**config.mk**
```make
export PLATFORM = sky130hd
export DESIGN_NAME = bounded_integer_set_flat
export DESIGN_NICKNAME = d
export VERILOG_FILES = /design/src/hw/rtl/bis_pkg.sv /design/src/hw/rtl/bis_if.sv /design/src/hw/rtl/bis_cell.sv /design/src/hw/rtl/bounded_integer_set.sv /design/src/flat_wrapper.sv
export SDC_FILE = /design/constraint.sdc
export NUM_CORES = 1
export LEC_CHECK = 0
export BUFFER_PORTS_ARGS = -buffer_cell sky130_fd_sc_hd__buf_2
export CAP_MARGIN = 15
export CELL_PAD_IN_SITES_DETAIL_PLACEMENT = 1
export CELL_PAD_IN_SITES_GLOBAL_PLACEMENT = 2
export CORE_MARGIN = 2
export CORE_UTILIZATION = 43
export CTS_BUF_LIST = sky130_fd_sc_hd__clkbuf_2
export DETAILED_ROUTE_END_ITERATION = 10
export PLACE_DENSITY = 0.75
export SLEW_MARGIN = 20
export SYNTH_ARGS = -nofsm -noshare
export SYNTH_HDL_FRONTEND = slang
export SYNTH_SLANG_ARGS = --single-unit
```
**constraint.sdc**
```tcl
create_clock -name clock -period 5.13 [get_ports clock]
set_input_delay 0.2565 -clock clock [delete_from_list [all_inputs] [get_ports clock]]
set_output_delay 0.2565 -clock clock [all_outputs]
set_load 0.005 [all_outputs]
```
**src/hw/rtl/bis_pkg.sv**
```systemverilog
`timescale 1ns / 1ps
package bis_pkg;

   localparam int VALUE_W = 32;
   localparam int CMD_W   = 2;
   localparam int COUNT_W = 5;

   typedef enum logic [CMD_W-1:0] {
      CMD_ADD    = 2'd0,
      CMD_REMOVE = 2'd1,
      CMD_QUERY  = 2'd2
   } cmd_type;

   // Broadcast from the top level to every cell.
   typedef struct packed {
      logic                       add_en;
      logic                       remove_en;
      logic signed [VALUE_W-1:0]  value;
   } cell_ctl_type;

endpackage

```
**src/hw/rtl/bis_if.sv**
```systemverilog
`timescale 1ns / 1ps
interface bis_req_if;
   import bis_pkg::*;

   logic                       valid;
   logic                       ready;
   logic [CMD_W-1:0]           command;
   logic signed [VALUE_W-1:0]  value;

   modport source  (output valid, output command, output value, input ready);
   modport sink    (input valid, input command, input value, output ready);
   modport monitor (input valid, input command, input value, input ready);
endinterface

interface bis_rsp_if;
   import bis_pkg::*;

   logic                valid;
   logic                ready;
   logic                was_present;
   logic [COUNT_W-1:0]  member_count;
   logic                is_empty;
   logic                add_rejected;

   modport source  (output valid, output was_present, output member_count,
                    output is_empty, output add_rejected, input ready);
   modport sink    (input valid, input was_present, input member_count,
                    input is_empty, input add_rejected, output ready);
   modport monitor (input valid, input was_present, input member_count,
                    input is_empty, input add_rejected, input ready);
endinterface

```
**src/hw/rtl/bis_cell.sv**
```systemverilog
`timescale 1ns / 1ps
module bis_cell (
   input  logic                               clock,
   input  bis_pkg::cell_ctl_type              ctl,
   input  logic                               occupied,
   input  logic                               at_tail,
   input  logic                               shift_in,
   input  logic signed [bis_pkg::VALUE_W-1:0] next_value,
   output logic signed [bis_pkg::VALUE_W-1:0] value_out,
   output logic                               shift_out
);
   import bis_pkg::*;

   logic signed [VALUE_W-1:0] value_ff;
   logic signed [VALUE_W-1:0] value_in;
   logic                      hit;

   assign hit       = occupied && (value_ff == ctl.value);
   // Set at the matching cell and at every cell after it.
   assign shift_out = shift_in || hit;
   assign value_out = value_ff;

   always_comb begin
      value_in = value_ff;
      if (ctl.remove_en && shift_out) begin
         value_in = next_value;   // pull the neighbor down over the hole
      end else if (ctl.add_en && at_tail) begin
         value_in = ctl.value;    // append at the first free slot
      end
   end

   always_ff @(posedge clock) begin
      value_ff <= value_in;
   end

endmodule

```
**src/hw/rtl/bounded_integer_set.sv**
```systemverilog
`timescale 1ns / 1ps
// Set of distinct 32-bit signed integers with room for CAPACITY values. Each
// request word carries a command (add, remove, query; code 3 acts as a query)
// and a value, and yields exactly one response word: whether the value was
// present before, the member count after, an empty flag, and a rejection flag
// for an add of a new value into a full set. Values sit in a row of cells in
// insertion order; a remove pulls every later cell down one place. One word
// is accepted per clock cycle and its response appears in the output register
// on the next cycle; a request is still accepted while the response waits, as
// long as the response is taken in the same cycle. All cells compare and
// update in the accepting cycle, and the match flag ripples from cell to cell,
// so the logic depth of that cycle grows with CAPACITY. No clearing pass is
// needed after reset; the request side stays not ready while reset is high.
// member_count carries the low 5 bits of the count.
module bounded_integer_set #(
   parameter int CAPACITY = 16
) (
   input  logic         clock,
   input  logic         reset,
   bis_req_if.sink      req_port,
   bis_rsp_if.source    rsp_port
);
   import bis_pkg::*;

   localparam int CNT_W = $clog2(CAPACITY + 1);

   logic [CNT_W-1:0]           count_ff;
   logic [CNT_W-1:0]           count_in;
   logic                       rsp_valid_ff;
   logic                       rsp_valid_in;
   logic                       was_present_ff;
   logic [COUNT_W-1:0]         member_count_ff;
   logic                       is_empty_ff;
   logic                       add_rejected_ff;
   logic [CNT_W+COUNT_W-1:0]   count_wide;

   logic                       accept;
   logic                       is_add;
   logic                       is_remove;
   logic                       present;
   logic                       full;
   logic                       rejected;
   cell_ctl_type               ctl;

   logic signed [VALUE_W-1:0]  cell_value [CAPACITY];
   logic                       shift_chain [CAPACITY+1];

   // Take a new word whenever the response register is free or being drained.
   assign req_port.ready = !reset && (!rsp_valid_ff || rsp_port.ready);
   assign accept         = req_port.valid && req_port.ready;

   always_comb begin
      is_add    = 1'b0;
      is_remove = 1'b0;
      case (req_port.command)
         CMD_ADD:    is_add    = 1'b1;
         CMD_REMOVE: is_remove = 1'b1;
         CMD_QUERY:  ;
         default:    ;   // unused code: look only
      endcase
   end

   assign full     = (count_ff == CNT_W'(CAPACITY));
   assign present  = shift_chain[CAPACITY];
   assign rejected = is_add && !present && full;

   assign ctl.add_en    = accept && is_add && !present && !full;
   assign ctl.remove_en = accept && is_remove && present;
   assign ctl.value     = req_port.value;

   // Row of cells: the match flag runs from cell 0 toward the last cell.
   assign shift_chain[0] = 1'b0;

   for (genvar i = 0; i < CAPACITY; i++) begin : g_cell
      logic signed [VALUE_W-1:0] next_value;

      if (i == CAPACITY - 1) begin : g_last
         assign next_value = cell_value[i];   // leaves the valid range anyway
      end else begin : g_mid
         assign next_value = cell_value[i+1];
      end

      bis_cell u_cell (
         .clock      (clock),
         .ctl        (ctl),
         .occupied   (CNT_W'(i) < count_ff),
         .at_tail    (CNT_W'(i) == count_ff),
         .shift_in   (shift_chain[i]),
         .next_value (next_value),
         .value_out  (cell_value[i]),
         .shift_out  (shift_chain[i+1])
      );
   end

   always_comb begin
      count_in = count_ff;
      if (ctl.add_en) begin
         count_in = count_ff + CNT_W'(1);
      end else if (ctl.remove_en) begin
         count_in = count_ff - CNT_W'(1);
      end
   end

   // Load on accept, drop once taken, hold while stalled.
   always_comb begin
      rsp_valid_in = rsp_valid_ff;
      if (accept) begin
         rsp_valid_in = 1'b1;
      end else if (rsp_port.ready) begin
         rsp_valid_in = 1'b0;
      end
   end

   assign count_wide = {{COUNT_W{1'b0}}, count_in};

   always_ff @(posedge clock) begin
      if (reset) begin
         count_ff     <= '0;
         rsp_valid_ff <= 1'b0;
      end else begin
         count_ff     <= count_in;
         rsp_valid_ff <= rsp_valid_in;
      end
   end

   always_ff @(posedge clock) begin
      if (accept) begin
         was_present_ff  <= present;
         member_count_ff <= count_wide[COUNT_W-1:0];
         is_empty_ff     <= (count_in == '0);
         add_rejected_ff <= rejected;
      end
   end

   assign rsp_port.valid        = rsp_valid_ff;
   assign rsp_port.was_present  = was_present_ff;
   assign rsp_port.member_count = member_count_ff;
   assign rsp_port.is_empty     = is_empty_ff;
   assign rsp_port.add_rejected = add_rejected_ff;

endmodule

```
**src/flat_wrapper.sv**
```systemverilog
// flat-port wrapper written by rule: the top's interface ports become plain ports
module bounded_integer_set_flat import bis_pkg::*;
#(
   parameter int CAPACITY = 16
)
  (clock, reset, req_port_valid, req_port_command, req_port_value, req_port_ready, rsp_port_valid, rsp_port_was_present, rsp_port_member_count, rsp_port_is_empty, rsp_port_add_rejected, rsp_port_ready);
  bis_req_if req_port_i ();
  bis_rsp_if rsp_port_i ();
  input  logic clock;
  input  logic reset;
  input wire logic [$bits(req_port_i.valid)-1:0] req_port_valid;
  input wire logic [$bits(req_port_i.command)-1:0] req_port_command;
  input wire logic [$bits(req_port_i.value)-1:0] req_port_value;
  output wire logic [$bits(req_port_i.ready)-1:0] req_port_ready;
  output wire logic [$bits(rsp_port_i.valid)-1:0] rsp_port_valid;
  output wire logic [$bits(rsp_port_i.was_present)-1:0] rsp_port_was_present;
  output wire logic [$bits(rsp_port_i.member_count)-1:0] rsp_port_member_count;
  output wire logic [$bits(rsp_port_i.is_empty)-1:0] rsp_port_is_empty;
  output wire logic [$bits(rsp_port_i.add_rejected)-1:0] rsp_port_add_rejected;
  input wire logic [$bits(rsp_port_i.ready)-1:0] rsp_port_ready;
  assign req_port_i.valid = req_port_valid;
  assign req_port_i.command = req_port_command;
  assign req_port_i.value = req_port_value;
  assign req_port_ready = req_port_i.ready;
  assign rsp_port_valid = rsp_port_i.valid;
  assign rsp_port_was_present = rsp_port_i.was_present;
  assign rsp_port_member_count = rsp_port_i.member_count;
  assign rsp_port_is_empty = rsp_port_i.is_empty;
  assign rsp_port_add_rejected = rsp_port_i.add_rejected;
  assign rsp_port_i.ready = rsp_port_ready;
  bounded_integer_set #(.CAPACITY(CAPACITY)) u_core (.clock(clock), .reset(reset), .req_port(req_port_i), .rsp_port(rsp_port_i));
endmodule
```
==> impl_metrics.json, run 1 <==
{
  "ir_worst_vdd_uv": 172.6,
  "r2r_end": "u_core.g_cell[11].u_cell.value_out[1]$_DFFE_PP_",
  "reg2reg_depth": 10,
  "syn_nets": 2316,
  "p_leak_uw": 0.01135,
  "multi_input_area_um2": 13390,
  "synthFlopType": "edfxtp_1",
  "clkLatencyLatePin_ps": 1370,
  "hold_viol_final": 0,
  "p_sw_uw": 2532,
  "die-area_um2": 71760,
  "whs_path_depth": 2,
  "wl_per_cell_um": 33.28,
  "cts_buffers": 151,
  "slew_headroom_pct": 27.47,
  "avgSynthCellArea_um2": 13.17,
  "h-tree-depth": 4,
  "power_density_nw_per_um2": 265.8,
  "grtUsageTotal_pct": 32.77,
  "num_io_pins": 48,
  "clkSinkCount": 526,
  "finalNetCount": 2522,
  "postSynth.asyncResetShare_pct": 0,
  "syn_to_final_growth_pct": 13.27,
  "period_needed_ps": 4784,
  "internal_power_uw": 6485,
  "grt_max_degree": 35,
  "die_h_um": 267.9,
  "rsz0062_at_grt": "false",
  "criticalPathCategory": "reg -> reg",
  "pre_cts_slack_ps": 371.5,
  "clk_pin_slew_ps": 100,
  "cap_viol_max_count": 0,
  "fp-row-count": 96,
  "synth-seq-cells": 526,
  "die_w_um": 267.9,
  "place_area_um2": 31880,
  "worstPathRequired_ps": 6100,
  "first_pass_iters": 7,
  "worstMarginPinSlew_ps": 1084,
  "antenna_found_initial": 9,
  "path_max_fanout": 32,
  "switching_share_pct": 28.08,
  "start_util_pct": 43.51,
  "register_area_um2": 15740,
  "layout_common_cells": "edfxtp_1, mux2_2, xor2_1, clkbuf_2, xnor2_1",
  "yosys_warnings": 0,
  "core_area_um2": 68830,
  "rr_startpoint": "u_core.count_ff[4]$_SDFF_PP0_",
  "n_fill_cell": 7087,
  "syn_area_um2": 29940,
  "fin_area_um2": 33920,
  "hold_path_class": "in -> reg",
  "pwr-share-seq_pct": 52.4,
  "synth_edf_count": 520,
  "clk_root_buffer_cell": "clkbuf_2",
  "final_common_cell": "edfxtp_1",
  "max_freq_ghz": 0.2091,
  "fin_ws_ps": 346.5,
  "post-dp-hpwl_um": 83690,
  "ys_types": 63,
  "vias": 21390,
  "clkPwrFrac_pct": 37.3,
  "overflow": 0,
  "skew_ps": 97.29,
  "vias_per_cell": 6.063,
  "initialDrtViolationCount": 2469,
  "start_kind": "flip-flop",
  "r2r_setup_slack_ps": 350,
  "cp-end-kind": "flip-flop",
  "postRouteAntennaNets": 0,
  "grt_first_pass_wirelength_um": 163800,
  "place_congestion": 0.9642,
  "drt-total-wl_um": 117400,
  "status": "finished clean",
  "drive_gt1_share_pct": 34.40,
  "drv_slew": 0,
  "hold_end": "u_core.g_cell[15].u_cell.value_out[17]$_DFFE_PP_",
  "first_global_vias": 21760,
  "synthCells": 2273,
  "critPathArrivalTime_ps": 5760,
  "yosysSeqAreaShare_pct": 52.55,
  "drc": 0,
  "clockBufferDepth": 3,
  "period_share_pct": 93.25,
  "tritoncts": "done",
  "hold_start": "req_port_value[17]",
  "combPwrFrac_pct": 10.3,
  "setup_viol": 0,
  "io_buffers": 47,
  "tns_ps": 0
}
-- critical path, stage by stage, from the launching register on --
cell and delay (ps):
dfxtp_1 510, nor3_2 910, o21ai_0 320, nand4_1 160
nor3_1 80, a2111oi_2 480, nand4_2 260, nor3_2 680
nand3_1 460, o21ai_2 310, buf_12 250
-- flip-flops by register name, summed over array words and instances, names as in the netlist --
signal,cells
u_core.rsp_port.is_empty,1
u_core.rsp_port.member_count,5
u_core.rsp_port.was_present,1
u_core.rsp_port.add_rejected,1
u_core.count_ff,5
u_core.g_cell.u_cell.value_out,512
u_core.rsp_port.valid,1
-- metrics by stage --
stage	hold slack (ps)	cells	utilization [%]	total power [uW]
6_report	129.9	3528	49.28	9017
5_1_grt	47.33	3526	49.27	9333
4_1_cts	9.686	3524	49.27	9081
3_5_place_dp	498.2	3198	46.33	5683
3_3_place_gp	484.3	3198	46.33	5671
2_1_floorplan	328.1	2273	-	5348
-- layer usage --
layer | vias up | routed length, um | GRT usage [%]
met4 | 2 | 4323 | 13.79
met2 | 1105 | 50990 | 48.32
met5 | - | 12 | 0
li1 | 9023 | - | -
met3 | 217 | 10370 | 6.955
met1 | 11050 | 51730 | 46.69
-- final cells by class --
type	instances	area share (%)
Clock buffer	223	3.291
Timing Repair Buffer	236	6.345
Clock inverter	44	0.9333
Antenna cell	4	0.02951
Tap cell	931	3.434
Inverter	8	0.08853
Sequential cell	526	46.39
Multi-Input combinational cell	1556	39.49
-- synthesized netlist by cell type (all sizes together), types with 18 or more instances --
cell      n  area share (%)
xnor2   182             5.3
nand2    57            0.71
mux2    474              18
edfxtp  520              52
nor4    145             3.0
nand4    98             2.1
xor2    332             9.7
buf     108             2.0
clkbuf   75            0.94
nor2     52            0.67
o21ai    18            0.33
nor3     40            0.76
nor2b    19            0.40
nand3    25            0.42
-- worst max path at each step --
stage                                                             endpoint                     startpoint  cells past startpoint  slack [ps]
after floorplan            u_core.g_cell[11].u_cell.value_out[0]$_DFFE_PP_             req_port_value[10]                     12          50
after global placement    u_core.g_cell[11].u_cell.value_out[25]$_DFFE_PP_             req_port_value[10]                     13         470
after detailed placement  u_core.g_cell[14].u_cell.value_out[26]$_DFFE_PP_  u_core.count_ff[4]$_SDFF_PP0_                     12         370
after CTS                  u_core.g_cell[14].u_cell.value_out[7]$_DFFE_PP_  u_core.count_ff[4]$_SDFF_PP0_                     12         390
after global routing       u_core.g_cell[14].u_cell.value_out[6]$_DFFE_PP_  u_core.count_ff[4]$_SDFF_PP0_                     12         170
final                      u_core.g_cell[11].u_cell.value_out[1]$_DFFE_PP_  u_core.count_ff[4]$_SDFF_PP0_                     10         350
-- logic make-up (layout without fill, tap and decap cells) --
kind of cell	Yosys count	after routing	synth area share, %
DFF	526	526	52.55
xor gates and xnor gates	514	514	15.03
and+or+nand+nor	506	506	9.853
muxes	475	475	17.86
buffers and inverters	191	511	3.038
AOI/OAI and AO/OA	56	56	1.458
adders and majority gates	5	5	0.2089
other	0	4	0
-- power by group through the flow --
stage / Sequential [uW] / Clock (uW) / Combinational (uW)
final: 4720 / 3360 / 929
after global routing: 4720 / 3640 / 966
after CTS: 4720 / 3450 / 911
after detailed placement: 4820 / 0 / 861
after global placement: 4820 / 0 / 849
after floorplan: 4820 / 0 / 526
-- what timing repair did --
action,CTS,global route
gates resized for setup,0,0
hold buffers,59,0
endpoints found under the hold margin,669,0
buffers inserted,0,0
No activity file was read; power rests on OpenSTA's default activity.
==> run 2, diff against run 1 <==
CORE_UTILIZATION = 47   (was 43)
GPL_TIMING_DRIVEN = 0   (was unset)
PLACE_DENSITY = 0.78   (was 0.75)
clock period = 4.7 ns   (was 5.13 ns; I/O delays follow)
==> run 2 against run 1 <==
Net effect: total power rose by 11%; worst setup slack got worse by 330 ps; critical path depth rose by 6; wire length rose by 21%; register-to-register slack got worse by 330 ps; non-clock buffer count rose by 109; critical path type is now in -> reg.
==> impl_metrics.json, run 2 (synthesis gave the netlist of run 1 again) <==
{
  "hold_start": "req_port_value[30]",
  "io_buffers": 47,
  "hold_end": "u_core.g_cell[15].u_cell.value_out[30]$_DFFE_PP_",
  "num_io_pins": 48,
  "path_max_fanout": 21,
  "fin_util_pct": 54.49,
  "die_h_um": 256.4,
  "skew_ps": 101.3,
  "r2r_setup_slack_ps": 10,
  "drv_slew": 0,
  "grt_use_met2_pct": 61.00,
  "fin_ws_ps": 12.82,
  "clk_pin_slew_ps": 120,
  "tns_ps": 0,
  "die_w_um": 256.4,
  "place_congestion": 0.9704,
  "max_freq_ghz": 0.2133,
  "grt_first_pass_wirelength_um": 190000,
  "layout_common_cells": "edfxtp_1, mux2_2, xor2_1, clkbuf_2, xnor2_1",
  "wl_per_cell_um": 40.11,
  "worstMarginPinSlew_ps": 1264,
  "first_global_vias": 23360,
  "hold_ws_ps": 101.4,
  "period_needed_ps": 4687,
  "first_pass_iters": 6,
  "pre_cts_slack_ps": -1747,
  "postRouteAntennaNets": 0,
  "post-dp-hpwl_um": 98440,
  "start_util_pct": 47.47,
  "initialDrtViolationCount": 3331,
  "grtUsageTotal_pct": 42.65,
  "syn_to_final_growth_pct": 14.79,
  "vias_per_cell": 6.632,
  "antenna_found_initial": 12,
  "clockBufferDepth": 3,
  "whs_path_depth": 3,
  "met3_usage_pct": 17.22,
  "top_usage_layer": "met2",
  "h-tree-depth": 4,
  "start_kind": "input port",
  "rsz0062_at_grt": "false",
  "cts_buffers": 148,
  "final_common_cell": "edfxtp_1",
  "drt-total-wl_um": 142600,
  "drive_gt1_share_pct": 34.63,
  "worstPathRequired_ps": 5810,
  "slew_headroom_pct": 15.73,
  "largest_reg_flops": 512,
  "clk_root_buffer_cell": "clkbuf_2",
  "clkSinkCount": 526,
  "status": "finished clean",
  "die-area_um2": 65750,
  "setup_viol": 0,
  "vias": 23570,
  "fp-row-count": 92,
  "r2r_end": "u_core.g_cell[0].u_cell.value_out[3]$_DFFE_PP_",
  "cp-end-kind": "flip-flop",
  "critPathArrivalTime_ps": 5800,
  "criticalPathCategory": "in -> reg",
  "power_density_nw_per_um2": 289.9,
  "grt_util_met1_pct": 53.75,
  "rr_startpoint": "u_core.count_ff[0]$_SDFF_PP0_",
  "tritoncts": "done",
  "core_area_um2": 63080,
  "cap_viol_max_count": 0,
  "drc": 0,
  "hold_viol_final": 0,
  "grt_max_degree": 33,
  "finalNetCount": 2632,
  "hold_path_class": "in -> reg",
  "ir_worst_vdd_uv": 202.4,
  "period_share_pct": 99.73,
  "overflow": 0,
  "reg2reg_depth": 13,
  "p_leak_uw": 0.01158,
  "clkLatencyLatePin_ps": 1420
}
==> run 2: routing by layer <==
metal | vias up | share of wire [%]
met3 | 456 | 13
met2 | 1834 | 42
met5 | - | 0.022
met4 | 4 | 6.6
li1 | 9267 | -
met1 | 12010 | 38
==> run 2: layout make-up <==
cell class | count | area [um2]
fillers | 6498 | 28710
flip-flops and latches | 526 | 15740
multi-input cells | 1560 | 13640
repair buffers | 165 | 1603
clock buffers | 212 | 1061
well taps | 846 | 1059
plain buffers | 180 | 910.9
clock inverters | 46 | 300.3
inverters | 8 | 33.78
diodes | 11 | 27.53
==> run 2: power by group <==
group	internal, uW	leakage (uW)	switching (uW)
clock network	1390	0.00101	2220
registers	5150	0.00473	4.77
logic	384	0.00584	816
==> run 2: through the flow <==
step / instance area, um2 / power [uW] / instances
after floorplan: 29950 / 5838 / 2273
after global placement: 31240 / 6319 / 3166
after detailed placement: 31710 / 6337 / 3181
after CTS: 34160 / 9896 / 3536
after global routing: 34350 / 10180 / 3544
final: 34370 / 9965 / 3554
==> run 2: worst max-delay path by stage <==
| stage | from | end | slack (ps) | depth (start not counted) |
|---|---|---|---|---|
| 3_3_place_gp | req_port_value[7] | u_core.g_cell[0].u_cell.value_out[2]$_DFFE_PP_ | -3990 | 14 |
| 5_1_grt | u_core.count_ff[0]$_SDFF_PP0_ | u_core.g_cell[0].u_cell.value_out[21]$_DFFE_PP_ | 8 | 13 |
| 2_1_floorplan | u_core.count_ff[2]$_SDFF_PP0_ | u_core.g_cell[0].u_cell.value_out[0]$_DFFE_PP_ | -320 | 11 |
| 3_5_place_dp | req_port_value[10] | u_core.g_cell[1].u_cell.value_out[26]$_DFFE_PP_ | -1750 | 14 |
| 6_report | req_port_value[22] | u_core.g_cell[0].u_cell.value_out[3]$_DFFE_PP_ | 10 | 16 |
| 4_1_cts | u_core.count_ff[2]$_SDFF_PP0_ | u_core.g_cell[15].u_cell.value_out[22]$_DFFE_PP_ | 3 | 12 |
==> run 2: worst max-delay path: stages <==
cell and delay [ps]:
dlygate4sd3_1 530, buf_2 150, clkbuf_1 410, buf_2 580
xor2_1 320, nor4_1 320, nand4_1 210, nor3_1 810
or4_1 340, nor3_4 120, a31oi_4 440, buf_4 250
nand2_1 170, buf_2 350, o21ai_4 260, buf_16 240
==> run 2: what timing repair did <==
item	4_1_cts	5_1_grt
hold endpoints to repair	240	0
pin swaps	7	2
gates resized for setup	18	24
setup buffers	14	8
hold buffers	81	0
cloned	2	2
endpoints found under the setup margin	828	429
